`config.mk`:
```
export PLATFORM = sky130hd
export DESIGN_NAME = ultrasonic_range_filter
export DESIGN_NICKNAME = d
export VERILOG_FILES = /design/src/rtl/urf_pkg.sv /design/src/rtl/ultrasonic_range_filter.sv /design/src/rtl/urf_ram.sv /design/src/rtl/urf_mul.sv
export SDC_FILE = /design/constraint.sdc
export NUM_CORES = 2
export LEC_CHECK = 0
export BUFFER_PORTS_ARGS = -buffer_cell sky130_fd_sc_hd__buf_2
export CORE_MARGIN = 2
export CORE_UTILIZATION = 65
export CTS_CLUSTER_DIAMETER = 150
export DETAILED_ROUTE_END_ITERATION = 8
export GPL_TIMING_DRIVEN = 1
export PLACE_DENSITY = 0.88
export SLEW_MARGIN = 40
export SYNTH_ARGS = -nofsm -noshare
export SYNTH_HDL_FRONTEND = slang
export SYNTH_SLANG_ARGS = --single-unit
export TNS_END_PERCENT = 1
```
`constraint.sdc`:
```
create_clock -name clk -period 34.9 [get_ports clk]
set_input_delay 5.235 -clock clk [delete_from_list [all_inputs] [get_ports clk]]
set_output_delay 5.235 -clock clk [all_outputs]
set_load 0.05 [all_outputs]
```
`src/rtl/urf_pkg.sv`:
```
package urf_pkg;

	// sequencer states
	typedef enum logic [3:0] {
		ST_IDLE,
		ST_SCALE,
		ST_ECHO_DIV,
		ST_BLEND_PREV,
		ST_BLEND_SCL,
		ST_BLEND_SUM,
		ST_BLEND_MAG,
		ST_BLEND_DIV,
		ST_KEEP,
		ST_AVG_UPD,
		ST_AVG_DIV,
		ST_DONE
	} state_t;

	// configuration register indexes
	typedef enum logic [2:0] {
		REG_SENSOR_KIND   = 3'd0,
		REG_FILTER_MODE   = 3'd1,
		REG_BLEND_WEIGHT  = 3'd2,
		REG_ANALOG_GAIN   = 3'd3,
		REG_DETECT_RANGE  = 3'd4,
		REG_SENSOR_ENABLE = 3'd5
	} cfg_reg_t;

	localparam logic       SENSOR_ECHO   = 1'b0;
	localparam logic       SENSOR_ANALOG = 1'b1;
	localparam logic [1:0] FILT_NONE     = 2'd0;
	localparam logic [1:0] FILT_AVG      = 2'd1;
	localparam logic [1:0] FILT_BLEND    = 2'd2;

	// echo: milli-cm = us * 17, accepted up to 400 cm
	localparam logic [4:0]  ECHO_FACTOR    = 5'd17;
	localparam logic [18:0] ECHO_MAX_MILLI = 19'd400000;
	localparam logic [9:0]  MILLI_PER_CM   = 10'd1000;

	// floor(n / 1000) = (n * ECHO_RECIP) >> ECHO_SHIFT for n below 2^19
	localparam logic [19:0] ECHO_RECIP  = 20'd536871;
	localparam int          ECHO_SHIFT  = 29;
	// floor(n / 1000) = (n * BLEND_RECIP) >> BLEND_SHIFT for n below 2^23
	localparam logic [23:0] BLEND_RECIP = 24'd8589935;
	localparam int          BLEND_SHIFT = 33;

	localparam logic [8:0]  W_FULL      = 9'd256;
	localparam logic [19:0] Q8_MAX      = 20'hFFFFF;
	localparam int          DETECT_HOLD = 5;

endpackage

```
`src/rtl/ultrasonic_range_filter.sv`:
```
// ultrasonic range filter: one raw sonar reading in, one filtered distance out
// input channel (in_valid/in_ready) carries raw_reading: an echo width in us
// or an adc sample, depending on sensor_kind
// output channel (out_valid/out_ready) carries filtered_cm, distance_valid and
// object_detected, one word per input word, in order
// config channel (cfg_valid/cfg_ready, cfg_index, cfg_data) is always ready;
// write it only while the block is idle
// every product goes through one shared registered multiplier stepped by a
// small sequencer, so one word takes 2 to 9 cycles from accept until in_ready
// returns: disabled 2, analog unfiltered 3, echo unfiltered 4, moving average 5,
// analog blend 7, echo blend 9 (the blend chains four multiplies)
// in_ready is high only while the sequencer is idle
// the result lands in an output register; while the receiver stalls the next
// word can still be accepted and worked on, and the sequencer holds its
// finished result until the output register frees up
// reset clears the config registers to their defaults, the filter history,
// the sample counter and the window valid bits; no clearing pass is needed
module ultrasonic_range_filter #(
	parameter int WINDOW_TAPS = 8
) (
	input  logic        clk,
	input  logic        arst_n,
	// input word
	input  logic        in_valid,
	output logic        in_ready,
	input  logic [15:0] raw_reading,
	// result word
	output logic        out_valid,
	input  logic        out_ready,
	output logic [11:0] filtered_cm,
	output logic        distance_valid,
	output logic        object_detected,
	// config writes
	input  logic        cfg_valid,
	output logic        cfg_ready,
	input  logic [2:0]  cfg_index,
	input  logic [11:0] cfg_data
);

	// window geometry and the reciprocal for the average divide
	localparam int WIN_AW = $clog2(WINDOW_TAPS);
	localparam int SUM_W  = 12 + WIN_AW;
	localparam int AVG_K  = SUM_W + 7;
	localparam int AVG_M  = ((1 << AVG_K) + WINDOW_TAPS - 1) / WINDOW_TAPS;
	localparam int MUL_W  = (AVG_K + 1 > 26) ? AVG_K + 1 : 26;
	localparam int PW     = 2 * MUL_W;

	// config registers
	logic        sensor_kind_q;
	logic [1:0]  filter_mode_q;
	logic [8:0]  blend_weight_q;
	logic [9:0]  analog_gain_q;
	logic [11:0] detect_range_q;
	logic        sensor_enable_q;

	// filter state
	logic signed [12:0]       prev_q;
	logic [11:0]              stored_q;
	logic [SUM_W-1:0]         sum_q;
	logic [7:0]               count_q;
	logic [WIN_AW-1:0]        ptr_q;
	logic [WINDOW_TAPS-1:0]   wvalid_q;

	// sequencer
	urf_pkg::state_t state_q, state_d;
	logic            res_valid_q;
	logic            off_q;

	// per-word working registers
	logic [15:0]        raw_q;
	logic [19:0]        fresh_q;
	logic signed [31:0] acc_q;
	logic [31:0]        mag_q;
	logic               neg_q;
	logic [15:0]        quo_q;

	// output register
	logic        out_valid_q;
	logic [11:0] dist_q;
	logic        dvalid_q;
	logic        det_q;

	// shared multiplier
	logic signed [MUL_W-1:0] mul_a, mul_b;
	logic signed [PW-1:0]    prod;

	// window memory
	logic              ram_we, ram_re;
	logic [11:0]       ram_rdata;

	// combinational helpers
	logic              averaging;
	logic [8:0]        w_eff;
	logic [8:0]        w_rest;
	logic [19:0]       q8;
	logic              echo_ok;
	logic [11:0]       old_entry;
	logic [SUM_W-1:0]  sum_new;
	logic signed [31:0] num_c;
	logic              out_load;
	logic              det_c;

	urf_mul #(.W(MUL_W)) u_mul (
		.clk (clk),
		.a   (mul_a),
		.b   (mul_b),
		.p   (prod)
	);

	urf_ram #(.WIDTH(12), .DEPTH(WINDOW_TAPS)) u_window (
		.clk   (clk),
		.we    (ram_we),
		.waddr (ptr_q),
		.wdata (fresh_q[19:8]),
		.re    (ram_re),
		.raddr (ptr_q),
		.rdata (ram_rdata)
	);

	assign cfg_ready = 1'b1;
	assign in_ready  = (state_q == urf_pkg::ST_IDLE);

	assign averaging = (sensor_kind_q == urf_pkg::SENSOR_ANALOG) &&
		(filter_mode_q == urf_pkg::FILT_AVG);
	// weights above full scale act as full scale
	assign w_eff  = (blend_weight_q > urf_pkg::W_FULL) ? urf_pkg::W_FULL : blend_weight_q;
	assign w_rest = urf_pkg::W_FULL - w_eff;

	// scaled reading straight off the product register (valid in ST_SCALE)
	assign q8      = (|prod[PW-1:20]) ? urf_pkg::Q8_MAX : prod[19:0];
	assign echo_ok = (raw_q != 16'd0) && !(|prod[PW-1:19]) &&
		(prod[18:0] <= urf_pkg::ECHO_MAX_MILLI);

	// running window sum: drop the oldest entry, add the new one
	assign old_entry = wvalid_q[ptr_q] ? ram_rdata : 12'd0;
	assign sum_new   = sum_q - SUM_W'(old_entry) + SUM_W'(fresh_q[19:8]);

	// blend numerator: new*w + prev*scale*(256-w)
	always_comb begin
		if (state_q == urf_pkg::ST_BLEND_SUM) begin
			num_c = acc_q + signed'(prod[31:0]);
		end else begin
			num_c = acc_q + (32'(signed'(prod[21:0])) <<< 8);
		end
	end

	assign det_c = !off_q &&
		!(averaging && (count_q < 8'(WINDOW_TAPS + urf_pkg::DETECT_HOLD))) &&
		(stored_q != 12'd0) && (stored_q < detect_range_q);

	// next state, multiplier operands, memory strobes
	always_comb begin
		state_d  = state_q;
		mul_a    = '0;
		mul_b    = '0;
		ram_we   = 1'b0;
		ram_re   = 1'b0;
		out_load = 1'b0;
		unique case (state_q)
			urf_pkg::ST_IDLE: begin
				mul_a = MUL_W'(raw_reading);
				mul_b = (sensor_kind_q == urf_pkg::SENSOR_ANALOG) ?
					MUL_W'(analog_gain_q) : MUL_W'(urf_pkg::ECHO_FACTOR);
				if (in_valid) begin
					state_d = sensor_enable_q ? urf_pkg::ST_SCALE : urf_pkg::ST_DONE;
				end
			end
			urf_pkg::ST_SCALE: begin
				if (sensor_kind_q == urf_pkg::SENSOR_ECHO) begin
					mul_a = MUL_W'(prod[18:0]);
					if (!echo_ok) begin
						state_d = urf_pkg::ST_DONE;
					end else if (filter_mode_q == urf_pkg::FILT_BLEND) begin
						mul_b   = MUL_W'(w_eff);
						state_d = urf_pkg::ST_BLEND_PREV;
					end else begin
						mul_b   = MUL_W'(urf_pkg::ECHO_RECIP);
						state_d = urf_pkg::ST_ECHO_DIV;
					end
				end else begin
					mul_a = MUL_W'(q8);
					mul_b = MUL_W'(w_eff);
					case (filter_mode_q)
						urf_pkg::FILT_AVG: begin
							ram_re  = 1'b1;
							state_d = urf_pkg::ST_AVG_UPD;
						end
						urf_pkg::FILT_BLEND: state_d = urf_pkg::ST_BLEND_PREV;
						default:             state_d = urf_pkg::ST_DONE;
					endcase
				end
			end
			urf_pkg::ST_ECHO_DIV: state_d = urf_pkg::ST_DONE;
			urf_pkg::ST_BLEND_PREV: begin
				mul_a   = MUL_W'(prev_q);
				mul_b   = MUL_W'(w_rest);
				state_d = urf_pkg::ST_BLEND_SCL;
			end
			urf_pkg::ST_BLEND_SCL: begin
				if (sensor_kind_q == urf_pkg::SENSOR_ECHO) begin
					mul_a   = MUL_W'(signed'(prod[21:0]));
					mul_b   = MUL_W'(urf_pkg::MILLI_PER_CM);
					state_d = urf_pkg::ST_BLEND_SUM;
				end else begin
					state_d = urf_pkg::ST_BLEND_MAG;
				end
			end
			urf_pkg::ST_BLEND_SUM: state_d = urf_pkg::ST_BLEND_MAG;
			urf_pkg::ST_BLEND_MAG: begin
				if (sensor_kind_q == urf_pkg::SENSOR_ECHO) begin
					mul_a   = MUL_W'(mag_q[31:8]);
					mul_b   = MUL_W'(urf_pkg::BLEND_RECIP);
					state_d = urf_pkg::ST_BLEND_DIV;
				end else begin
					state_d = urf_pkg::ST_KEEP;
				end
			end
			urf_pkg::ST_BLEND_DIV: state_d = urf_pkg::ST_KEEP;
			urf_pkg::ST_KEEP:      state_d = urf_pkg::ST_DONE;
			urf_pkg::ST_AVG_UPD: begin
				ram_we  = 1'b1;
				mul_a   = MUL_W'(sum_new);
				mul_b   = MUL_W'(AVG_M);
				state_d = urf_pkg::ST_AVG_DIV;
			end
			urf_pkg::ST_AVG_DIV: state_d = urf_pkg::ST_DONE;
			urf_pkg::ST_DONE: begin
				out_load = !out_valid_q || out_ready;
				if (out_load) begin
					state_d = urf_pkg::ST_IDLE;
				end
			end
			default: state_d = urf_pkg::ST_IDLE;
		endcase
	end

	always_ff @(posedge clk or negedge arst_n) begin
		if (!arst_n) begin
			state_q <= urf_pkg::ST_IDLE;
		end else begin
			state_q <= state_d;
		end
	end

	// config registers
	always_ff @(posedge clk or negedge arst_n) begin
		if (!arst_n) begin
			sensor_kind_q   <= urf_pkg::SENSOR_ECHO;
			filter_mode_q   <= urf_pkg::FILT_NONE;
			blend_weight_q  <= 9'd218;
			analog_gain_q   <= 10'd256;
			detect_range_q  <= 12'd40;
			sensor_enable_q <= 1'b1;
		end else if (cfg_valid) begin
			unique case (urf_pkg::cfg_reg_t'(cfg_index))
				urf_pkg::REG_SENSOR_KIND:   sensor_kind_q   <= cfg_data[0];
				urf_pkg::REG_FILTER_MODE:   filter_mode_q   <= cfg_data[1:0];
				urf_pkg::REG_BLEND_WEIGHT:  blend_weight_q  <= cfg_data[8:0];
				urf_pkg::REG_ANALOG_GAIN:   analog_gain_q   <= cfg_data[9:0];
				urf_pkg::REG_DETECT_RANGE:  detect_range_q  <= cfg_data;
				urf_pkg::REG_SENSOR_ENABLE: sensor_enable_q <= cfg_data[0];
				default: ;
			endcase
		end
	end

	// filter state and sequencer flags
	always_ff @(posedge clk or negedge arst_n) begin
		if (!arst_n) begin
			prev_q      <= '0;
			stored_q    <= '0;
			sum_q       <= '0;
			count_q     <= '0;
			ptr_q       <= '0;
			wvalid_q    <= '0;
			res_valid_q <= 1'b0;
			off_q       <= 1'b0;
			out_valid_q <= 1'b0;
		end else begin
			// a new word replaces the one being taken in the same cycle
			if (out_load) begin
				out_valid_q <= 1'b1;
			end else if (out_ready) begin
				out_valid_q <= 1'b0;
			end
			case (state_q)
				urf_pkg::ST_IDLE: begin
					if (in_valid) begin
						res_valid_q <= 1'b0;
						off_q       <= !sensor_enable_q;
						if (!sensor_enable_q) begin
							prev_q <= -13'sd1;
						end
					end
				end
				urf_pkg::ST_SCALE: begin
					if (sensor_kind_q == urf_pkg::SENSOR_ANALOG || echo_ok) begin
						if (count_q != 8'hFF) begin
							count_q <= count_q + 8'd1;
						end
					end
					// analog with no filter keeps prev untouched
					if (sensor_kind_q == urf_pkg::SENSOR_ANALOG &&
						filter_mode_q != urf_pkg::FILT_AVG &&
						filter_mode_q != urf_pkg::FILT_BLEND) begin
						stored_q    <= q8[19:8];
						res_valid_q <= 1'b1;
					end
				end
				urf_pkg::ST_ECHO_DIV: begin
					stored_q    <= 12'(prod[urf_pkg::ECHO_SHIFT +: 9]);
					prev_q      <= signed'(13'(prod[urf_pkg::ECHO_SHIFT +: 9]));
					res_valid_q <= 1'b1;
				end
				urf_pkg::ST_KEEP: begin
					// truncate toward zero, then clamp each copy to its range
					if (neg_q) begin
						stored_q <= 12'd0;
						prev_q   <= (quo_q >= 16'd4096) ? -13'sd4096 :
							-signed'(13'(quo_q));
					end else begin
						stored_q <= (quo_q > 16'd4095) ? 12'hFFF : quo_q[11:0];
						prev_q   <= (quo_q > 16'd4095) ? 13'sd4095 : signed'(13'(quo_q));
					end
					res_valid_q <= 1'b1;
				end
				urf_pkg::ST_AVG_UPD: begin
					sum_q           <= sum_new;
					wvalid_q[ptr_q] <= 1'b1;
					ptr_q <= (ptr_q == WIN_AW'(WINDOW_TAPS - 1)) ? '0 : ptr_q + 1'b1;
				end
				urf_pkg::ST_AVG_DIV: begin
					stored_q    <= prod[AVG_K +: 12];
					res_valid_q <= (count_q > 8'(WINDOW_TAPS));
				end
				default: ;
			endcase
		end
	end

	// per-word working registers and output payload
	always_ff @(posedge clk) begin
		if (state_q == urf_pkg::ST_IDLE && in_valid) begin
			raw_q <= raw_reading;
		end
		if (state_q == urf_pkg::ST_SCALE) begin
			fresh_q <= (sensor_kind_q == urf_pkg::SENSOR_ECHO) ? {1'b0, prod[18:0]} : q8;
		end
		if (state_q == urf_pkg::ST_BLEND_PREV) begin
			acc_q <= signed'(prod[31:0]);
		end
		if ((state_q == urf_pkg::ST_BLEND_SUM) ||
			(state_q == urf_pkg::ST_BLEND_SCL && sensor_kind_q == urf_pkg::SENSOR_ANALOG)) begin
			neg_q <= num_c[31];
			mag_q <= num_c[31] ? 32'(-num_c) : 32'(num_c);
		end
		if (state_q == urf_pkg::ST_BLEND_MAG) begin
			quo_q <= mag_q[31:16];
		end
		if (state_q == urf_pkg::ST_BLEND_DIV) begin
			quo_q <= prod[urf_pkg::BLEND_SHIFT +: 16];
		end
		if (out_load) begin
			dist_q   <= res_valid_q ? stored_q : 12'd0;
			dvalid_q <= res_valid_q;
			det_q    <= det_c;
		end
	end

	assign out_valid       = out_valid_q;
	assign filtered_cm     = dist_q;
	assign distance_valid  = dvalid_q;
	assign object_detected = det_q;

	// running sum never exceeds a full window of maximum entries
	a_sum_bound: assert property (@(posedge clk) disable iff (!arst_n)
		sum_q <= SUM_W'(WINDOW_TAPS * 4095))
		else $error("window sum out of range");

	// window fills in order, so the entry behind the pointer is always valid
	a_fill_order: assert property (@(posedge clk) disable iff (!arst_n)
		(ptr_q != '0) |-> wvalid_q[ptr_q - 1'b1])
		else $error("window valid bits out of order");

	// a disabled word finishes with the history marked as minus one
	a_off_prev: assert property (@(posedge clk) disable iff (!arst_n)
		(state_q == urf_pkg::ST_DONE && off_q) |-> (prev_q == -13'sd1 && !res_valid_q))
		else $error("disabled word left history or valid flag wrong");

	// an invalid word carries no distance
	a_invalid_zero: assert property (@(posedge clk) disable iff (!arst_n)
		(out_valid_q && !dvalid_q) |-> (dist_q == 12'd0))
		else $error("invalid word with nonzero distance");

	// accepting a word always starts the sequencer
	a_accept_runs: assert property (@(posedge clk) disable iff (!arst_n)
		(in_valid && in_ready) |=> (state_q != urf_pkg::ST_IDLE))
		else $error("accepted word did not start");

endmodule

```
`src/rtl/urf_ram.sv`:
```
module urf_ram #(
	parameter int WIDTH = 12,
	parameter int DEPTH = 8,
	localparam int AW = $clog2(DEPTH)
) (
	input  logic             clk,
	input  logic             we,
	input  logic [AW-1:0]    waddr,
	input  logic [WIDTH-1:0] wdata,
	input  logic             re,
	input  logic [AW-1:0]    raddr,
	output logic [WIDTH-1:0] rdata
);

	logic [WIDTH-1:0] mem_q [DEPTH];

	always_ff @(posedge clk) begin
		if (we) begin
			mem_q[waddr] <= wdata;
		end
		if (re) begin
			rdata <= mem_q[raddr];
		end
	end

endmodule

```
`src/rtl/urf_mul.sv`:
```
module urf_mul #(
	parameter int W = 26
) (
	input  logic                  clk,
	input  logic signed [W-1:0]   a,
	input  logic signed [W-1:0]   b,
	output logic signed [2*W-1:0] p
);

	// registered signed product, loaded every cycle
	always_ff @(posedge clk) begin
		p <= a * b;
	end

endmodule
```
# Yosys cells after proc, flatten, opt, wreduce, memory -nomap -nowiden

Memory sizes are Yosys's and may differ from the RTL's. A register that Yosys moved wholly into a read port is not among the register bits.
Index checks and enable logic that the tools add are counted.
Widths: inputs -> output; s select.

Register bits: 284
Bits in latches: 0
RAM bits: 96
Bits in read-only memories: 0
Input port bits: 36
Output and inout bits: 17
Logic and storage cells: 176
Memories kept: 1

Memory list:

| name           | words | width | read ports | clocked after Yosys merged registers in | write ports | RTL line      | source |
|---|---|---|---|---|---|---|---|
| u_window.mem_q | 8     | 12    | 1          | 1                                       | 1           | urf_ram.sv:15 | `logic [WIDTH-1:0] mem_q [DEPTH];` |

Add/sub/neg operators: 9
Multiply operators: 1
Divide/modulo/power cells: 0
Magnitude comparators: 9
Equality and inequality tests: 26
Shifts and indexed selects: 0
Muxes and demuxes: 56
Bitwise logic cells: 1
Reduce and logical (&&, ||, !) cells: 45

Operators by type and width:

| cell                 | count |
|---|---|
| $pmux 26 s6          | 2 |
| $mux 20              | 4 |
| $mux 13              | 5 |
| $mul 26x26->52       | 1 |
| $mux 26              | 2 |
| $mux 12              | 4 |
| $mux 24              | 2 |
| $pmux 12 s4          | 1 |
| $pmux 4 s10          | 1 |
| $pmux 13 s3          | 1 |
| $reduce_or 33->1     | 1 |
| $add 32x30->32       | 1 |
| $add 32x32->32       | 1 |
| $mux 16              | 2 |
| $mux 32              | 1 |
| $neg 32->32          | 1 |
| $reduce_or 32->1     | 1 |
| $mux 31              | 1 |
| $mux 4               | 6 |
| $mux 10              | 2 |
| $le 19x19->1 const B | 1 |
| $mux 19              | 1 |
| $reduce_and 2->1     | 9 |
| $eq 4x3->1 const B   | 4 |
| 47 further kinds     | 92 |

# Depth between registers and ports, before layout

Depth in word-level cells: 8
Gate-level depth with buffers: 45
Depth with buffers taken out: 43

# Hierarchy

Synthesis repeated with hierarchy kept, for this count alone.

Cells, all modules: 4503
Area total of the unflattened synthesis: 44627.8 µm²

Modules (own cells, without submodules):

| module                  | instances | cells each | area each (µm²) | sequential area each (µm²) |
|---|---|---|---|---|
| urf_mul                 | 1         | 2723       | 25515.7         | 1041.0 |
| ultrasonic_range_filter | 1         | 1616       | 15004.4         | 5992.0 |
| urf_ram                 | 1         | 164        | 4107.7          | 3243.1 |

# Worst setup path after synthesis

OpenSTA, ideal clock, no wires.

Kind: input to register
Start: in raw_reading[13]
End: reg u_mul.p[49]
Arrival: 12568 ps
Slack: 22260 ps
Cell stages on the path: 27
Buffers on the path: 1
Path through: a221o_1 > a2111oi_0 > clkbuf_1 > nor2_1 > fa_1 > inv_1 > fa_1 > fa_1 > fa_1 > fa_1 > inv_1 > fa_1 > inv_1 > fa_1 > inv_1 > ha_1 > a21o_1 > a21o_1 > a21o_1 > a31o_2 > a31oi_1 > a21oi_1 > o2111ai_1 > nand4b_1 > a311o_1 > a21oi_1 > xnor2_1

Cells in the longest elaborated chain, start to end: 2

RTL lines:

| element                | RTL line                       | source |
|---|---|---|
| start: declaration     | ultrasonic_range_filter.sv:26  | `input logic [15:0] raw_reading,` |
| $pmux 26 s6            | ultrasonic_range_filter.sv:159 | `unique case (state_q)` |
| $mul 26x26->52         | urf_mul.sv:12                  | `p <= a * b;` |
| end signal: assignment | urf_mul.sv:12                  |  |
| end: declaration       | urf_mul.sv:7                   | `output logic signed [2*W-1:0] p` |

Every way passes these cells.
A chain may end at the register's enable or synchronous reset.

# Final worst setup path

Start: in raw_reading[11]
End: reg u_mul.p[47]

The elaborated chain is that of the path after synthesis.

==> metrics.md <==
| Metric | Value |
|---|---|
| Resized cells post-CTS | 0 |
| Initial Util | 65.3% |
| Critical path launch point type | primary input |
| Post-CTS Hold Buffers | 0 |
| Routed WL | 108 mm |
| Sink Count | 376 |
| Initial DRT Pass Iterations | 9 |
| Total of max-cap violations | 0 |
| CP arrival | 13.42 ns |
| CP max-delay cell | o2111a_1 |
| RSZ-0062 raised after global routing | false |
| Synth Cell Area | 37500 sq um |
| Yosys reg bits | 376 |
| Vias in the first global route | 30000 |
| Clk_lat worst skew | 0.56 ns |
| Htree depth | 2 |
| P_leak | 0.0189 uW |
| Worst Path Max Fanout | 13 |
| Placement Cell Area | 38800 sq um |
| Post-synthesis cell type count | 91 |
| Routed vias/inst | 6.24 |
| Final Hold Viols | 0 |
| Post-synth EDFFs | 223 |
| Die height | 244 microns |
| Final Setup Violations | 0 |
| Final Skew | 0.0317 ns |
| Clock transition at path regs | 0.07 ns |
| Fin. max-slew vios | 0 |
| Warning count from the yosys run | 0 |
| Max-slew headroom | 39.0% |
| Drt wl/cell | 23.2 microns |
| Peak supply drop | 0.0735 mV |
| Boundary pin count | 53 |
| Post-Synthesis Cells | 3831 |
| Gp weighted congestion | 1.04 |
| Maximum clock path buffer count | 3 |
| Cell row count | 88 |
| CTS buffer count | 38 |
| CTS tree | done |
| Core area | 57400 sq um |
| Layout Cell Area excl Fill | 40100 sq um |
| Max frequency | 77.0 MHz |
| Largest net degree at the start of global routing | 65 |
| First-pass GRT wire length | 168 mm |
| Clk root buf | clkbuf_16 |
| Residual DRC | 0 |
| Starting DRT DRC Count | 2886 |
| Initial antenna violation count | 1 |
| PD cells | 87.5 nW/um^2 |
| Post-synth top flop | edfxtp_1 |
| Ys async rst share | 26.9% |
| Outcome | finished clean |
| Congestion Overflow GR | 0 |
| Via count | 29100 |
| Worst EP required | 35.34 ns |
| Die W | 244 microns |
| Worst slew pin tran | 0.915 ns |
| Critical Path End Type | flip-flop |
| Dpl hpwl | 84.1 mm |
| Final Cycle Share | 37.2% |
| Register area share after synthesis | 27.4% |
| Post-CTS setup buffers | 0 |
| Layout area overhead | 6.99% |
| Post-route ant nets | 0 |
| Port bufs | 51 |
| Final nets | 4686 |
| Setup CP Type | in2reg |
| Syn Area/Cell | 9.78 sq um |
| Tightest Hold Check Type | reg2reg |
| Sum of negative setup slack | 0 ns |
| Full die area | 59600 sq um |
| Worst path most repeated cell | fa_1 |
| Min Tclk post-route | 12.98 ns |
| Layout cells sized above 1 | 7.89% |
| Total track usage | 36.8% |
| Crit path largest cell delay | 0.89 ns |
[power breakdown]
group / leakage [uW] / switching (uW) / total [uW] / internal, uW
Combinational: 0.0146 / 1480 / 2340 / 860
Clock: 0.000635 / 184 / 426 / 243
Sequential: 0.00366 / 120 / 742 / 622
[worst max-delay path, delay by kind of cell]
kind	cells	cell delay (ns)
and+or+nand+nor	3	0.61
adders and majority gates	8	3.73
buffers and inverters	4	0.29
AOI/OAI and AO/OA	11	3.56
[layout make-up]
| cell class | count | area (sq um) |
|---|---|---|
| multi-input cells | 2632 | 24200 |
| inverters | 725 | 2720 |
| fillers | 4099 | 17300 |
| clock buffers | 49 | 1030 |
| clock inverters | 21 | 241 |
| repair buffers | 101 | 637 |
| well taps | 765 | 957 |
| flip-flops and latches | 376 | 10300 |
| diodes | 1 | 2.50 |
[cell usage in the layout, fill, tap and decap left out, drive strengths merged, types with 80 or more instances in the layout]
master	n
inv	730
fa	432
nor2	351
ha	344
nand2	247
edfxtp	223
a21oi	151
o21ai	147
buf	101
dfrtp	92
xnor2	87
nand2b	80
[flip-flops by register name, indices dropped and copies added, names as in the netlist, 13 cells and up]
| signal | flops |
|---|---|
| quo_q | 16 |
| raw_q | 16 |
| u_mul.p | 52 |
| prev_q | 13 |
| mag_q | 24 |
| u_window.mem_q | 96 |
| acc_q | 32 |
| sum_q | 15 |
[worst paths after layout]
kind | startpoint | endpoint | slack (ns) | cells after the start
max | raw_reading[11] | u_mul.p[47]$_DFF_P_ | 21.92 | 26
min | sum_q[6]$_DFFE_PN0P_ | sum_q[6]$_DFFE_PN0P_ | 0.49 | 1
max reg2reg | ptr_q[1]$_DFFE_PN0P_ | u_mul.p[48]$_DFF_P_ | 22.15 | 43
min reg2reg | sum_q[6]$_DFFE_PN0P_ | sum_q[6]$_DFFE_PN0P_ | 0.49 | 1
max in group asynchronous | arst_n | sum_q[10]$_DFFE_PN0P_ | 29.28 | 2
min in group asynchronous | arst_n | detect_range_q[10]$_DFFE_PN0P_ | 4.66 | 1
[kinds of logic after synthesis]
| family | Yosys count | synth area share, % |
|---|---|---|
| AO/OA/AOI/OAI | 613 | 10.8 |
| XOR/XNOR | 126 | 2.96 |
| adder cells (fa/ha/maj) | 776 | 34.6 |
| buffers and inverters | 850 | 8.64 |
| flip-flops | 376 | 27.4 |
| multiplexers | 84 | 2.80 |
| other | 2 | 0.0200 |
| AND/OR/NAND/NOR | 1004 | 12.8 |
[cell usage after synthesis, types with 42 or more instances]
cell	count	area share, %
and3_1	44	0.73
dfrtp_1	92	6.1
dfxtp_1	52	2.8
fa_1	432	23
a21oi_1	151	2.0
o21ai_0	145	1.9
inv_1	724	7.2
nand3_1	42	0.56
clkbuf_1	102	1.0
nor2_1	351	3.5
xnor2_1	86	2.0
mux2_2	48	1.4
edfxtp_1	223	18
ha_1	344	11
nand2b_1	80	1.3
a21o_1	62	1.2
nor3_1	43	0.57
nand2_1	243	2.4
[metal layers]
layer,share of wire [%],GRT usage (%)
met1,37,47.1
met2,45,58.3
met3,11,9.11
met4,6.4,19.1
met5,0.012,0
[metrics by stage]
stage / setup WS, ns / std cells / power [uW] / utilization, % / hold WS, ns
2_1_floorplan: 22.26 / 3858 / 2340 / - / 0.434
6_report: 21.92 / 4670 / 3510 / 69.9 / 0.488
4_1_cts: 22.05 / 4669 / 3450 / 69.9 / 0.484
5_1_grt: 21.36 / 4669 / 3750 / 69.9 / 0.490
3_5_place_dp: 21.50 / 4599 / 3000 / 67.6 / 0.451
3_3_place_gp: 21.65 / 4599 / 2910 / 67.6 / 0.446
Power figures use the tool's default switching activity.
